## config.mk

```make
export PLATFORM = sky130hd
export DESIGN_NAME = http_request_head_parser
export DESIGN_NICKNAME = d
export VERILOG_FILES = /design/src/design/hrp_pkg.sv /design/src/design/hrp_cfg.sv /design/src/design/hrp_core.sv /design/src/design/http_request_head_parser.sv
export SDC_FILE = /design/constraint.sdc
export NUM_CORES = 1
export LEC_CHECK = 0
export BUFFER_PORTS_ARGS = -buffer_cell sky130_fd_sc_hd__buf_2
export CORE_ASPECT_RATIO = 2
export CORE_UTILIZATION = 60
export DETAILED_ROUTE_END_ITERATION = 6
export PLACE_DENSITY = 0.81
export SLEW_MARGIN = 20
export SYNTH_ARGS = -nofsm -noshare
export SYNTH_HDL_FRONTEND = slang
export SYNTH_SLANG_ARGS = --single-unit
```

## constraint.sdc

```tcl
create_clock -name clk -period 4.5 [get_ports clk]
set_clock_uncertainty 0.2 [all_clocks]
set_input_delay 0.225 -clock clk [delete_from_list [all_inputs] [get_ports clk]]
set_output_delay 0.225 -clock clk [all_outputs]
set_load 0.01 [all_outputs]
```

## src/design/hrp_pkg.sv

```systemverilog
// Shared types and constants of the request head parser
package hrp_pkg;

    localparam logic [7:0] CH_SP    = 8'h20;
    localparam logic [7:0] CH_SLASH = 8'h2F;
    localparam logic [7:0] CH_COLON = 8'h3A;
    localparam logic [7:0] CH_CR    = 8'h0D;
    localparam logic [7:0] CH_LF    = 8'h0A;

    localparam int REG_LEN_MAX = 8191;

    localparam logic [6:0]  RST_MAX_METHOD_LEN      = 7'd32;
    localparam logic [12:0] RST_MAX_URL_LEN         = 13'd2048;
    localparam logic [6:0]  RST_MAX_VERSION_LEN     = 7'd16;
    localparam logic [12:0] RST_MAX_HEADER_LINE_LEN = 13'd2047;

    typedef enum logic [1:0] {
        REG_MAX_METHOD_LEN      = 2'd0,
        REG_MAX_URL_LEN         = 2'd1,
        REG_MAX_VERSION_LEN     = 2'd2,
        REG_MAX_HEADER_LINE_LEN = 2'd3
    } cfg_reg_t;

    typedef enum logic [2:0] {
        CL_METHOD = 3'd0,
        CL_URL    = 3'd1,
        CL_VER    = 3'd2,
        CL_NAME   = 3'd3,
        CL_COLON  = 3'd4,
        CL_SKIP   = 3'd5,
        CL_VALUE  = 3'd6,
        CL_DELIM  = 3'd7
    } class_t;

    typedef enum logic [3:0] {
        ST_BUSY       = 4'd0,
        ST_DONE       = 4'd1,
        ST_METHOD_LONG = 4'd2,
        ST_URL_LONG   = 4'd3,
        ST_VER_LONG   = 4'd4,
        ST_HDR_LONG   = 4'd5,
        ST_BAD_URL    = 4'd6,
        ST_NO_LF_REQ  = 4'd7,
        ST_NO_LF_HDR  = 4'd8,
        ST_NO_LF_END  = 4'd9,
        ST_HDR_FORMAT = 4'd10
    } status_t;

    typedef struct packed {
        logic [6:0]  max_method_len;
        logic [12:0] max_url_len;
        logic [6:0]  max_version_len;
        logic [12:0] max_header_line_len;
    } cfg_regs_t;

    typedef struct packed {
        class_t      byte_class;
        logic [11:0] field_position;
        logic [7:0]  header_index;
        status_t     status;
    } result_t;

endpackage

```

## src/design/hrp_cfg.sv

```systemverilog
// Limit register file written through the configuration channel
module hrp_cfg
(
    input  logic                clk,
    input  logic                rst_n,
    input  logic                cfg_valid,
    output logic                cfg_ready,
    input  logic [1:0]          cfg_index,
    input  logic [12:0]         cfg_data,
    output hrp_pkg::cfg_regs_t  regs
);

    hrp_pkg::cfg_regs_t regs_reg;
    hrp_pkg::cfg_regs_t regs_next;

    assign cfg_ready = 1'b1;
    assign regs      = regs_reg;

    always_comb
    begin
        regs_next = regs_reg;
        if (cfg_valid)
        begin
            unique case (hrp_pkg::cfg_reg_t'(cfg_index))
                hrp_pkg::REG_MAX_METHOD_LEN:
                    regs_next.max_method_len = cfg_data[6:0];
                hrp_pkg::REG_MAX_URL_LEN:
                    regs_next.max_url_len = cfg_data;
                hrp_pkg::REG_MAX_VERSION_LEN:
                    regs_next.max_version_len = cfg_data[6:0];
                hrp_pkg::REG_MAX_HEADER_LINE_LEN:
                    regs_next.max_header_line_len = cfg_data;
            endcase
        end
    end

    always_ff @(posedge clk or negedge rst_n)
    begin
        if (!rst_n)
        begin
            regs_reg.max_method_len      <= hrp_pkg::RST_MAX_METHOD_LEN;
            regs_reg.max_url_len         <= hrp_pkg::RST_MAX_URL_LEN;
            regs_reg.max_version_len     <= hrp_pkg::RST_MAX_VERSION_LEN;
            regs_reg.max_header_line_len <= hrp_pkg::RST_MAX_HEADER_LINE_LEN;
        end
        else
        begin
            regs_reg <= regs_next;
        end
    end

endmodule

```

## src/design/hrp_core.sv

```systemverilog
// Parse state and per-byte classification logic
module hrp_core
#(
    parameter int FIELD_LEN_LIMIT  = 4096,
    parameter int HEADER_COUNT_MAX = 255
)
(
    input  logic               clk,
    input  logic               rst_n,
    input  logic               step,
    input  logic [7:0]         in_byte,
    input  hrp_pkg::cfg_regs_t cfg,
    output hrp_pkg::result_t   result
);

    localparam int LEN_MAX = (FIELD_LEN_LIMIT < hrp_pkg::REG_LEN_MAX) ?
                             FIELD_LEN_LIMIT : hrp_pkg::REG_LEN_MAX;
    localparam int FL_W    = $clog2(LEN_MAX + 1);
    localparam int HC_W    = $clog2(HEADER_COUNT_MAX + 1);

    typedef enum logic [7:0] {
        PH_METHOD    = 8'b0000_0001,
        PH_URL       = 8'b0000_0010,
        PH_VER       = 8'b0000_0100,
        PH_VER_LF    = 8'b0000_1000,
        PH_HDR_START = 8'b0001_0000,
        PH_LINE      = 8'b0010_0000,
        PH_LINE_LF   = 8'b0100_0000,
        PH_END_LF    = 8'b1000_0000
    } phase_t;

    function automatic logic [FL_W-1:0] cap_limit(input logic [12:0] r);
        if (32'(r) < 32'(FIELD_LEN_LIMIT))
            return FL_W'(r);
        else
            return FL_W'(FIELD_LEN_LIMIT);
    endfunction

    phase_t            phase_reg, phase_next;
    logic [FL_W-1:0]   fl_reg, fl_next;
    logic              bad_url_reg, bad_url_next;
    logic              colon_seen_reg, colon_seen_next;
    logic              prev_colon_reg, prev_colon_next;
    logic [HC_W-1:0]   hdr_cnt_reg, hdr_cnt_next;

    logic [FL_W-1:0]   lim_method, lim_url, lim_ver, lim_hdr;
    logic [FL_W-1:0]   pos_src;
    logic [FL_W-1:0]   line_fl;
    logic              line_cs;
    logic              line_pc;
    logic              line_mode;
    hrp_pkg::class_t   cls;
    hrp_pkg::status_t  st;

    assign lim_method = cap_limit({6'd0, cfg.max_method_len});
    assign lim_url    = cap_limit(cfg.max_url_len);
    assign lim_ver    = cap_limit({6'd0, cfg.max_version_len});
    assign lim_hdr    = cap_limit(cfg.max_header_line_len);

    always_comb
    begin
        phase_next      = phase_reg;
        fl_next         = fl_reg;
        bad_url_next    = bad_url_reg;
        colon_seen_next = colon_seen_reg;
        prev_colon_next = prev_colon_reg;
        hdr_cnt_next    = hdr_cnt_reg;
        cls             = hrp_pkg::CL_DELIM;
        st              = hrp_pkg::ST_BUSY;
        pos_src         = fl_reg;
        line_fl         = fl_reg;
        line_cs         = colon_seen_reg;
        line_pc         = prev_colon_reg;
        line_mode       = 1'b0;

        unique case (phase_reg)
            PH_URL:
            begin
                if (in_byte == hrp_pkg::CH_SP)
                begin
                    if (fl_reg == '0 || bad_url_reg)
                        st = hrp_pkg::ST_BAD_URL;
                    else
                    begin
                        phase_next = PH_VER;
                        fl_next    = '0;
                    end
                end
                else
                begin
                    cls = hrp_pkg::CL_URL;
                    if (fl_reg >= lim_url)
                        st = hrp_pkg::ST_URL_LONG;
                    else
                    begin
                        if (fl_reg == '0 && in_byte != hrp_pkg::CH_SLASH)
                            bad_url_next = 1'b1;
                        fl_next = fl_reg + FL_W'(1);
                    end
                end
            end
            PH_VER:
            begin
                if (in_byte == hrp_pkg::CH_CR)
                    phase_next = PH_VER_LF;
                else
                begin
                    cls = hrp_pkg::CL_VER;
                    if (fl_reg >= lim_ver)
                        st = hrp_pkg::ST_VER_LONG;
                    else
                        fl_next = fl_reg + FL_W'(1);
                end
            end
            PH_VER_LF:
            begin
                if (in_byte != hrp_pkg::CH_LF)
                    st = hrp_pkg::ST_NO_LF_REQ;
                else
                begin
                    phase_next = PH_HDR_START;
                    fl_next    = '0;
                end
            end
            PH_HDR_START:
            begin
                pos_src = '0;
                if (in_byte == hrp_pkg::CH_CR)
                    phase_next = PH_END_LF;
                else
                begin
                    phase_next = PH_LINE;
                    line_fl    = '0;
                    line_cs    = 1'b0;
                    line_pc    = 1'b0;
                    line_mode  = 1'b1;
                end
            end
            PH_LINE:
            begin
                if (in_byte == hrp_pkg::CH_CR)
                    phase_next = PH_LINE_LF;
                else
                    line_mode = 1'b1;
            end
            PH_LINE_LF:
            begin
                if (in_byte != hrp_pkg::CH_LF)
                    st = hrp_pkg::ST_NO_LF_HDR;
                else if (!colon_seen_reg || prev_colon_reg)
                    st = hrp_pkg::ST_HDR_FORMAT;
                else
                begin
                    if (32'(hdr_cnt_reg) < 32'(HEADER_COUNT_MAX))
                        hdr_cnt_next = hdr_cnt_reg + HC_W'(1);
                    phase_next = PH_HDR_START;
                    fl_next    = '0;
                end
            end
            PH_END_LF:
            begin
                pos_src = '0;
                if (in_byte == hrp_pkg::CH_LF)
                    st = hrp_pkg::ST_DONE;
                else
                    st = hrp_pkg::ST_NO_LF_END;
            end
            default:
            begin
                phase_next = PH_METHOD;
                if (in_byte == hrp_pkg::CH_SP)
                begin
                    phase_next   = PH_URL;
                    fl_next      = '0;
                    bad_url_next = 1'b0;
                end
                else
                begin
                    cls = hrp_pkg::CL_METHOD;
                    if (fl_reg >= lim_method)
                        st = hrp_pkg::ST_METHOD_LONG;
                    else
                        fl_next = fl_reg + FL_W'(1);
                end
            end
        endcase

        if (line_mode)
        begin
            colon_seen_next = line_cs;
            prev_colon_next = line_pc;
            if (!line_cs)
            begin
                if (in_byte == hrp_pkg::CH_COLON)
                begin
                    cls             = hrp_pkg::CL_COLON;
                    colon_seen_next = 1'b1;
                    prev_colon_next = 1'b1;
                end
                else
                    cls = hrp_pkg::CL_NAME;
            end
            else if (line_pc)
            begin
                cls             = hrp_pkg::CL_SKIP;
                prev_colon_next = 1'b0;
            end
            else
                cls = hrp_pkg::CL_VALUE;
            if (line_fl >= lim_hdr)
                st = hrp_pkg::ST_HDR_LONG;
            else
                fl_next = line_fl + FL_W'(1);
        end
    end

    always_comb
    begin
        result.byte_class     = cls;
        result.field_position = (32'(pos_src) > 32'd4095) ? 12'd4095 : 12'(pos_src);
        result.header_index   = 8'(hdr_cnt_next);
        result.status         = st;
    end

    always_ff @(posedge clk or negedge rst_n)
    begin
        if (!rst_n)
        begin
            phase_reg      <= PH_METHOD;
            fl_reg         <= '0;
            bad_url_reg    <= 1'b0;
            colon_seen_reg <= 1'b0;
            prev_colon_reg <= 1'b0;
            hdr_cnt_reg    <= '0;
        end
        else if (step)
        begin
            if (st != hrp_pkg::ST_BUSY)
            begin
                // restart for the next request
                phase_reg      <= PH_METHOD;
                fl_reg         <= '0;
                bad_url_reg    <= 1'b0;
                colon_seen_reg <= 1'b0;
                prev_colon_reg <= 1'b0;
                hdr_cnt_reg    <= '0;
            end
            else
            begin
                phase_reg      <= phase_next;
                fl_reg         <= fl_next;
                bad_url_reg    <= bad_url_next;
                colon_seen_reg <= colon_seen_next;
                prev_colon_reg <= prev_colon_next;
                hdr_cnt_reg    <= hdr_cnt_next;
            end
        end
    end

endmodule

```

## src/design/http_request_head_parser.sv

```systemverilog
// Pipeline: a byte accepted into the input register moves on to the output register
// when that is empty or being read. Throughput: one byte per cycle while out_ready
// holds; the parse state advances with each byte that moves to the result register.
// Reset: asynchronous, active low; clears the parse state and both pipeline
// valids, and loads the limit registers with their defaults.
// Top level of the request head parser
module http_request_head_parser
#(
    parameter int FIELD_LEN_LIMIT  = 4096,
    parameter int HEADER_COUNT_MAX = 255
)
(
    input  logic        clk,
    input  logic        rst_n,
    input  logic        in_valid,
    output logic        in_ready,
    input  logic [7:0]  in_byte,
    output logic        out_valid,
    input  logic        out_ready,
    output logic [7:0]  out_byte,
    output logic [2:0]  byte_class,
    output logic [11:0] field_position,
    output logic [7:0]  header_index,
    output logic [3:0]  status,
    input  logic        cfg_valid,
    output logic        cfg_ready,
    input  logic [1:0]  cfg_index,
    input  logic [12:0] cfg_data
);

    hrp_pkg::cfg_regs_t cfg_regs;
    hrp_pkg::result_t   core_result;

    logic               in_valid_reg;
    logic [7:0]         in_byte_reg;
    logic               out_valid_reg;
    logic [7:0]         out_byte_reg;
    hrp_pkg::result_t   out_result_reg;
    logic               advance;

    assign advance  = in_valid_reg && (!out_valid_reg || out_ready);
    assign in_ready = !in_valid_reg || advance;

    hrp_cfg u_cfg
    (
        .clk       (clk),
        .rst_n     (rst_n),
        .cfg_valid (cfg_valid),
        .cfg_ready (cfg_ready),
        .cfg_index (cfg_index),
        .cfg_data  (cfg_data),
        .regs      (cfg_regs)
    );

    hrp_core
    #(
        .FIELD_LEN_LIMIT  (FIELD_LEN_LIMIT),
        .HEADER_COUNT_MAX (HEADER_COUNT_MAX)
    )
    u_core
    (
        .clk     (clk),
        .rst_n   (rst_n),
        .step    (advance),
        .in_byte (in_byte_reg),
        .cfg     (cfg_regs),
        .result  (core_result)
    );

    always_ff @(posedge clk or negedge rst_n)
    begin
        if (!rst_n)
        begin
            in_valid_reg  <= 1'b0;
            out_valid_reg <= 1'b0;
        end
        else
        begin
            if (in_ready)
                in_valid_reg <= in_valid;
            if (advance)
                out_valid_reg <= 1'b1;
            else if (out_ready)
                out_valid_reg <= 1'b0;
        end
    end

    always_ff @(posedge clk)
    begin
        if (in_valid && in_ready)
            in_byte_reg <= in_byte;
        if (advance)
        begin
            out_byte_reg   <= in_byte_reg;
            out_result_reg <= core_result;
        end
    end

    assign out_valid      = out_valid_reg;
    assign out_byte       = out_byte_reg;
    assign byte_class     = out_result_reg.byte_class;
    assign field_position = out_result_reg.field_position;
    assign header_index   = out_result_reg.header_index;
    assign status         = out_result_reg.status;

endmodule

```

-- After elaboration in Yosys (flattened, before gate mapping)
Index checks and enable logic that the tools add are counted.
- flip-flop bits (word level): 117
- input port bits: 28
- output and inout bits: 38
- add/sub/neg operators: 3
- order comparisons: 8
- equal/unequal tests: 27
- mux-type cells: 79
- reduce and logical (&&, ||, !) cells: 29
- operators with widths (kind ; count):
    $mux 13 ; 18
    $mux 8 ; 14
    $pmux 13 s5 ; 1
    $pmux 8 s7 ; 1
    $mux 4 ; 8
    $mux 3 ; 9
    $add 13x1->13 const B ; 2
    $ge 13x13->1 ; 2
    $ge 13x7->1 ; 2
    $lt 13x13->1 const B ; 2
    $eq 8x4->1 const B ; 3
    $eq 8x6->1 const B ; 3
    $pmux 4 s6 ; 1
    $mux 1 ; 21
    $ne 3x3->1 const B ; 6
    $gt 13x12->1 const B ; 1
    $logic_not 13->1 ; 1
    $reduce_and 2->1 ; 5
    $ne 3x1->1 const B ; 3
    $pmux 3 s3 ; 1
    $reduce_and 9->1 ; 1
    $add 8x1->8 const B ; 1
    $eq 8x2->1 const B ; 1
    $eq 8x3->1 const B ; 1
    other kinds (23) ; 38

-- Depth between registers and ports, before layout
Gate-level depths: netlist of run 1.
- depth in word-level cells: 11
- depth in mapped cells: 16
- mapped depth without buffers: 12

-- Modules after synthesis
A second synthesis of run 1 with hierarchy kept.
- cell total of the unflattened synthesis: 716
- area, all modules: 7080.5 sq um
- modules (own cells, without submodules) (module ; times used ; cells an instance ; area an instance (sq um) ; sequential area each (sq um)):
    hrp_core ; 1 ; 577 ; 4162.7 ; 802.0
    hrp_cfg ; 1 ; 88 ; 1522.7 ; 1018.5
    http_request_head_parser ; 1 ; 51 ; 1395.1 ; 1341.3

-- Least setup slack after synthesis of run 1
No wires, ideal clock.
- kind: reg2reg
- start point: register in_byte_reg[4]
- end point: register u_core.bad_url_reg
- arrival time: 3.576 ns
- required time: 4.179 ns
- path slack: 0.603 ns
- cell stages (with the launch flop): 15
- path buffers: 3
- path through: edfxtp_1 or4_1 o211ai_1 clkbuf_1 clkbuf_1 and2_1 ha_1 and4_1 nand4_1 a31o_2 a21oi_1 or2_1 buf_6 nor2_1 o22a_1
- longest elaborated chain between the ends: 9
- elaborated cells on any way between the ends: 28
- ends and longest elaborated chain (item ; RTL line ; text):
    start, declared ; http_request_head_parser.sv:35 ; logic [7:0] in_byte_reg;
    start signal, assigned ; http_request_head_parser.sv:91 ; in_byte_reg <= in_byte;
    $eq 8x4->1 ; hrp_core.sv:104, hrp_core.sv:128, hrp_core.sv:141 ;
    $mux 13 ; hrp_core.sv:128 ; if (in_byte == hrp_pkg::CH_CR)
    $mux 13 ; hrp_core.sv:76 ; unique case (phase_reg)
    $ge 13x13->1 ; hrp_core.sv:210 ; if (line_fl >= lim_hdr)
    $mux 4 ; hrp_core.sv:210 ;
    $mux 4 ; hrp_core.sv:188 ; if (line_mode)
    $reduce_bool 4->1 ; hrp_core.sv:238 ; if (st != hrp_pkg::ST_BUSY)
    $ne 3x3->1 (no line) (tied with other cells) ; - ;
    $reduce_and 6->1 (no line) ; - ;
    end signal, assigned ; hrp_core.sv:252 ; bad_url_reg <= bad_url_next;
    end, declared ; hrp_core.sv:41 ; logic bad_url_reg, bad_url_next;
Parallel ways exist; a longest one is shown, timed or not.
A chain may end at the register's enable or synchronous reset.

-- Worst setup path after layout of run 1
- start point: register u_core.phase_reg[5]
- end point: register u_core.hdr_cnt_reg[0]
- longest elaborated chain between the ends: 7
- elaborated cells on any way between the ends: 17
- ends and longest elaborated chain (item ; RTL line ; text):
    start, declared ; hrp_core.sv:39 ; phase_t phase_reg, phase_next;
    start signal, assigned ; hrp_core.sv:250 ; phase_reg <= phase_next;
    $eq 8x5->1 / $eq 8x6->1 (equally long branches) ; hrp_core.sv:76 ;
    $mux 13 / $reduce_or 2->1 (equally long branches) ; - ;
    $ge 13x13->1 / $pmux 4 s6 (equally long branches) ; hrp_core.sv:210, hrp_core.sv:76 ;
    $mux 4 ; hrp_core.sv:210 ;
    $mux 4 ; hrp_core.sv:188 ;
    $reduce_bool 4->1 ; hrp_core.sv:238 ;
    $mux 8 (*) ; hrp_core.sv:238 ;
    end signal, assigned ; hrp_core.sv:255 ; hdr_cnt_reg <= hdr_cnt_next;
    end, declared ; hrp_core.sv:44 ; logic [HC_W-1:0] hdr_cnt_reg, hdr_cnt_next;
Every way passes the cells marked *; elsewhere a longest branch is shown, timed or not.

==> run_results.csv, run 1 <==
group,metric,value,unit
outcome,status,"finished, final reports clean",
synthesis,yosys_warnings,0,
sta,fin_crit,4110,ps
placed_design,dp_cells,893,
final_layout,final_cell_mix,"nand2_1 (89), buf_2 (64), dfrtp_1 (59)",
worst_hold_path,hold_class,"input pin to flop",
clock_tree,cts_buffers,17,
synthesis,synth_edf_count,43,
critical_path,critPathMaxFanout,22,
clock_tree,clkLatencyLatePin,420,ps
sta,fmax,243,MHz
synthesis,syn_area,7030,µm²
placed_design,hpwl,15.3,mm
floorplanning,dieWidth,78.5,µm
critical_path,slowest_delay,600,ps
clock_tree,clkTransAtPathRegs,60,ps
final_layout,largest_reg_flops,40,
global_routing,grt_max_degree,45,
synthesis,synthSimpleGateAreaFrac,0.204,
critical_path,critical_path_class,"flop to flop",
final_layout,drive_gt1_frac,0.250,
critical_path,path_cells,"nor4_2, o211ai_1, buf_4, and2_1, ha_1, a211oi_1, o21ai_0, o211ai_1, and2_1, a21oi_1, buf_4, nor2_2, nand2_1, o31ai_1",
global_routing,track_usage,0.386,
synthesis,async_reset_ff_frac,0.632,
floorplanning,start_util,0.619,
detailed_routing,drtAntennaViolNets,0,
sta,slew_viol_final,0,
pwr,p_leak,3.67,nW
final_layout,fillers,802,
final_layout,n_antenna_cell,0,
critical_path,cp_slowest_cell,"nor4_2",
floorplanning,die_area,12200,µm²
synthesis,ys_types,82,
floorplanning,coreArea,11400,µm²
detailed_routing,wl_per_cell,23.1,µm
synthesis,synth_flop_cell,"dfrtp_1",
detailed_routing,drc,0,
sta,maxSlewHeadroom,0.476,
pwr,powerDensity,461,nW/µm²
synthesis,syn_inst,697,
floorplanning,ios,66,
synthesis,synth_fa_ha_area_frac,0.0765,
final_layout,final_cell_count_no_fill,950,
global_routing,grt_first_pass_wirelength,34.1,mm
sta,worst_pin_slew,786,ps
synthesis,syn_avg_cell_area,10.1,µm²
clock_tree,cts_tree,"built",
global_routing,antenna_found_initial,0,
placed_design,numPortBuffers,64,
synthesis,synthMuxAreaShare,0.0623,
clock_tree,h-tree-depth,4,
pwr,vdd_ir_drop_max,0.000353,V
clock_tree,cts.path.max_buffers,2,
run,cap_violations,0,
final_layout,ff_latch_area,3160,µm²
synthesis,synth.area.top_cells,"dfrtp_1 (21%), edfxtp_1 (18%), ha_1 (7.7%), mux2_2 (5.9%), dfstp_2 (5.6%)",
critical_path,cp.arrival,4240,ps
final_layout,multi_input_area,3610,µm²
global_routing,gr-total-overflow,0,
detailed_routing,totalWireLength,21.9,mm
detailed_routing,vias,6196,
clock_tree,clockRootBuffer,"clkbuf_16",
critical_path,cp.required,4630,ps
floorplanning,die-height,155,µm
synthesis,yosysSeqAreaShare,0.450,
sta,setup_viol,0,
synthesis,synth_top_family_by_area,"simple AND/OR/NAND/NOR gates",
detailed_routing,first_pass_iters,5,
synthesis,syn_nets,768,
detailed_routing,first_iter_violations,370,
synthesis,synthXorXnorAreaFrac,0.0149,
detailed_routing,vias_per_cell,6.52,
synthesis,yosysTopAreaCellShare,0.210,
critical_path,cp-end-kind,"flop",
sta,hold_violations,0,
critical_path,critPathLaunchType,"flop",
sta,rsz0062_at_grt,"false",
floorplanning,std_cell_rows,55,
final_layout,nets,866,
synthesis,synth_compound_area_frac,0.155,
final_layout,final_common_cell,"nand2_1",
placed_design,place.gp.congestion,1.05,
clock_tree,cts_sinks,117,
sta,finalSetupTns,0,ps
final_layout,area_growth,19.7,%
synthesis,yosys.area.top_type,"dfrtp_1",
sta,period_share,0.913,
clock_tree,ctsResizeCount,0,
clock_tree,cts_setup_buffers,0,
synthesis,ys_ff_latch,117,
global_routing,grt_pass1_vias,6363,
[metal layers]
layer,up-vias,GRT usage,wire length (µm)
met5,-,0,0
li1,2773,-,-
met2,314,0.690,11700
met3,126,0.0821,1220
met4,0,0.354,2110
met1,2983,0.351,6890
[Yosys cell counts (all sizes together), types with 5 or more instances]
master	instances
nand2	89
xor2	5
ha	43
and2	18
clkbuf	25
a21oi	24
nand4	10
nor3b	5
nand2b	6
dfstp	15
xnor2	7
buf	9
or4	5
nor4	6
o21ai	44
inv	27
a211oi	9
dfrtp	59
a22oi	8
nor3	18
and3	10
edfxtp	43
o211ai	5
nor2b	8
nand3	23
or2	7
nor2	38
o31ai	11
mux2	38
o21a	12
[critical path, delay by kind of cell (launching register included)]
kind                     cells  cell delay, ps
AO/OA/AOI/OAI                6            1150
AND/OR/NAND/NOR              5            1440
adder cells (fa/ha/maj)      1             320
buffers and inverters        2             450
flip-flops                   1             460
[area by class of cell]
type | count | area share
well taps | 142 | 0.0211
multi-input cells | 519 | 0.429
clock buffers | 18 | 0.0535
inverters | 27 | 0.0120
repair buffers | 113 | 0.0892
flip-flops and latches | 117 | 0.376
clock inverters | 14 | 0.0195
[where the power goes]
| part | switching [mW] | total (mW) | internal [mW] |
|---|---|---|---|
| Combinational | 0.647 | 1.10 | 0.451 |
| Clock | 0.554 | 1.42 | 0.864 |
| Sequential | 0.104 | 1.36 | 1.26 |
| Total | 1.30 | 3.88 | 2.58 |
[repair_timing]
action,CTS,global route
hold buffers,25,0
setup endpoints to repair,0,0
hold endpoints to repair,76,0
[kinds of logic after synthesis]
group                    Yosys count
other                              1
AND/OR/NAND/NOR                  270
flip-flops                       117
multiplexers                      39
buffers and inverters             61
AO/OA/AOI/OAI                    154
adder cells (fa/ha/maj)           43
XOR/XNOR                          12
[final timing paths]
check	cells past startpoint	end	slack, ps	start
max	14	u_core.hdr_cnt_reg[0]$_DFFE_PN0P_	390	u_core.phase_reg[5]$_DFFE_PN0P_
min	4	u_cfg.regs[38]$_DFFE_PN1P_	2	cfg_index[1]
max reg2reg	14	u_core.hdr_cnt_reg[0]$_DFFE_PN0P_	390	u_core.phase_reg[5]$_DFFE_PN0P_
min reg2reg	0	out_byte[5]$_DFFE_PP_	290	in_byte_reg[5]$_DFFE_PP_
max in group asynchronous	3	u_cfg.regs[17]$_DFFE_PN1P_	2820	rst_n
min in group asynchronous	2	u_cfg.regs[29]$_DFFE_PN0P_	210	rst_n
[per-stage QoR]
stage | setup WS (ps) | cell area (µm²) | total power, mW | hold slack [ps] | utilization
floorplan | 603 | 7030 | 2.07 | -271 | -
global placement | 626 | 7550 | 2.37 | 150 | 0.665
detailed placement | 531 | 7550 | 2.41 | 132 | 0.665
CTS | 410 | 8410 | 3.86 | 70.3 | 0.741
global route | 114 | 8420 | 4.05 | 56.3 | 0.741
finish | 390 | 8420 | 3.88 | 1.89 | 0.741
Power figures use the tool's default switching activity.
==> run 2, diff against run 1 <==
--- a/config.mk
+++ b/config.mk
@@ -5,12 +5,12 @@
 export SDC_FILE = /design/constraint.sdc
 export NUM_CORES = 1
 export LEC_CHECK = 0
+export ABC_AREA = 1
 export BUFFER_PORTS_ARGS = -buffer_cell sky130_fd_sc_hd__buf_2
 export CORE_ASPECT_RATIO = 2
-export CORE_UTILIZATION = 60
+export CORE_UTILIZATION = 40
 export DETAILED_ROUTE_END_ITERATION = 6
-export PLACE_DENSITY = 0.81
-export SLEW_MARGIN = 20
+export SLEW_MARGIN = 5
 export SYNTH_ARGS = -nofsm -noshare
 export SYNTH_HDL_FRONTEND = slang
 export SYNTH_SLANG_ARGS = --single-unit
==> run_results.csv, run 2 <==
group,metric,value,unit
outcome,status,"finished with violations",
outcome,violations,"design-rule violations",
placed_design,post_dp_cell_area,7710,µm²
global_routing,grt_first_pass_wirelength,32.8,mm
floorplanning,ios,66,
critical_path,cp.arrival,4120,ps
final_layout,largest_reg_flops,40,
sta,hold_violations,0,
final_layout,drive_gt1_frac,0.143,
clock_tree,cts_buffers,17,
sta,worst_pin_slew,985,ps
synthesis,async_reset_ff_frac,0.632,
floorplanning,std_cell_rows,69,
synthesis,yosysSeqAreaShare,0.440,
clock_tree,clockRootBuffer,"clkbuf_16",
sta,fmax,252,MHz
detailed_routing,drc,3,
synthesis,yosysMostFrequentCell,"nand2_1",
detailed_routing,first_pass_iters,7,
sta,maxSlewHeadroom,0.343,
final_layout,final_cell_mix,"nand2_1 (220), inv_1 (116), o21ai_0 (86)",
critical_path,path_cells,"nor2_1, nand2_1, nor2_2, nand2_2, inv_1, nor2_1, ha_1, nand2_1, nor4_1, nand3_1, o21ai_0, inv_1, nand3_2, buf_4, o21ai_0, inv_1, nand2_1, o21ai_0, nand2_1, nand2_1",
run,cap_violations,0,
critical_path,path_common_cell,"nand2_1",
synthesis,ys_types,49,
critical_path,critical_path_class,"flop to flop",
clock_tree,cts_tree,"built",
placed_design,hpwl,15.8,mm
sta,fin_crit,3960,ps
synthesis,synthTopCellsByCount,"nand2_1 (220), inv_1 (117), o21ai_0 (86)",
synthesis,syn_area,7180,µm²
pwr,p_leak,4.16,nW
sta,rsz0062_at_grt,"false",
sta,slew_viol_final,0,
final_layout,final_common_cell,"nand2_1",
critical_path,slowest_delay,430,ps
final_layout,design_area,8590,µm²
global_routing,grt_use_met2,0.449,
synthesis,ys_ff_latch,117,
final_layout,nets,1075,
sta,setup_viol,0,
detailed_routing,totalWireLength,20.8,mm
global_routing,grt_max_degree,75,
synthesis,syn_nets,981,
floorplanning,start_util,0.406,
synthesis,syn_inst,910,
critical_path,cp-end-kind,"flop",
global_routing,antenna_found_initial,0,
critical_path,critPathMaxFanout,15,
synthesis,yosys_warnings,0,
synthesis,syn_avg_cell_area,7.89,µm²
sta,finalSetupTns,0,ps
global_routing,gr-total-overflow,0,
detailed_routing,vias,6521,
pwr,powerDensity,518,nW/µm²
detailed_routing,first_iter_violations,381,
critical_path,cp.required,4650,ps
detailed_routing,wl_per_cell,16.9,µm
global_routing,busiest_layer,"met2",
critical_path,critPathLaunchType,"flop",
floorplanning,coreArea,17700,µm²
floorplanning,dieWidth,96.8,µm
clock_tree,clkLatencyLatePin,420,ps
pwr,vdd_ir_drop_max,0.000215,V
global_routing,gr-usage-met1,0.210,
clock_tree,h-tree-depth,4,
synthesis,synth_flop_cell,"dfrtp_1",
worst_hold_path,hold_class,"input pin to flop",
clock_tree,clkTransAtPathRegs,60,ps
detailed_routing,drtAntennaViolNets,0,
global_routing,track_usage,0.231,
clock_tree,cts_sinks,117,
placed_design,place.gp.congestion,0.958,
synthesis,yosys.area.top_type,"dfrtp_1",
final_layout,area_growth,19.6,%
global_routing,met3_usage,0.0344,
global_routing,grt_pass1_vias,6556,
detailed_routing,vias_per_cell,5.30,
critical_path,cp_slowest_cell,"inv_1",
synthesis,synth.area.top_cells,"dfrtp_1 (21%), edfxtp_1 (18%), nand2_1 (11%), ha_1 (7.5%), inv_1 (6.1%)",
sta,fin_ws,535,ps
placed_design,pre_cts_slack,593,ps
synthesis,synth_edf_count,43,
sta,period_share,0.881,
floorplanning,die_area,18500,µm²
clock_tree,cts.path.max_buffers,2,
synthesis,yosysTopAreaCellShare,0.206,
floorplanning,die-height,191,µm
placed_design,numPortBuffers,64,
final_layout,n_antenna_cell,0,
[run 2: path summary, 6_finish.rpt]
check | start | end | slack (ps) | cells past startpoint
max in group asynchronous | rst_n | u_core.phase_reg[7]$_DFFE_PN0P_ | 3140 | 2
min in group asynchronous | rst_n | u_core.hdr_cnt_reg[3]$_DFFE_PN0P_ | 290 | 2
min | cfg_valid | u_cfg.regs[38]$_DFFE_PN1P_ | 190 | 3
max reg2reg | u_core.phase_reg[3]$_DFFE_PN0P_ | u_core.fl_reg[8]$_DFFE_PN0P_ | 540 | 20
min reg2reg | in_byte_reg[7]$_DFFE_PP_ | out_byte[7]$_DFFE_PP_ | 260 | 0
max | u_core.phase_reg[3]$_DFFE_PN0P_ | u_core.fl_reg[8]$_DFFE_PN0P_ | 540 | 20
[run 2: critical path: cells and delay by family, from the launching register on]
kind | cells | cell delay (ps)
AND/OR/NAND/NOR | 12 | 1680
flip-flops | 1 | 420
buffers and inverters | 4 | 880
AO/OA/AOI/OAI | 3 | 370
adder cells (fa/ha/maj) | 1 | 330
[run 2: through the flow]
stage          hold slack (ps)  utilization  power, mW  instances
2_1_floorplan             -271            -       2.53        910
4_1_cts                    201        0.485       4.46       1230
6_report                   191        0.485       4.45       1230
5_1_grt                    266        0.485       4.70       1230
3_5_place_dp               204        0.436       3.00       1172
3_3_place_gp               208        0.436       2.98       1172
[run 2: where the power goes]
| group | internal [mW] | switching [mW] |
|---|---|---|
| combinational | 0.533 | 1.01 |
| clock | 0.925 | 0.511 |
| sequential | 1.32 | 0.146 |
[run 2: cell families after synthesis]
logic type / count (synthesis) / share of synthesized area
other cells: 1 / 0.000522
simple gates: 427 / 0.264
xor+xnor: 17 / 0.0207
compound gates: 164 / 0.124
buf+inv: 141 / 0.0758
flops: 117 / 0.440
fa+ha+maj: 43 / 0.0749
[run 2: metal layers]
| layer | part of all wire | vias to the layer above | routed length (µm) |
|---|---|---|---|
| li1 | - | 3221 | - |
| met1 | 0.34 | 3032 | 7160 |
| met2 | 0.55 | 197 | 11500 |
| met3 | 0.035 | 71 | 734 |
| met4 | 0.066 | 0 | 1370 |
| met5 | 0 | - | 0 |
[run 2: cell type report]
| type | count | area (µm²) |
|---|---|---|
| fill | 1717 | 9110 |
| multi-input combinational | 652 | 3480 |
| sequential | 117 | 3160 |
| timing repair buffer | 93 | 606 |
| inverter | 123 | 462 |
| clock buffer | 19 | 433 |
| tap | 213 | 267 |
| clock inverter | 13 | 183 |
[run 2: repair_timing]
| action | in CTS | in global routing |
|---|---|---|
| hold buffers | 26 | 0 |
| resized for setup | 0 | 0 |
| setup buffers | 0 | 0 |
| hold endpoints to repair | 106 | 0 |
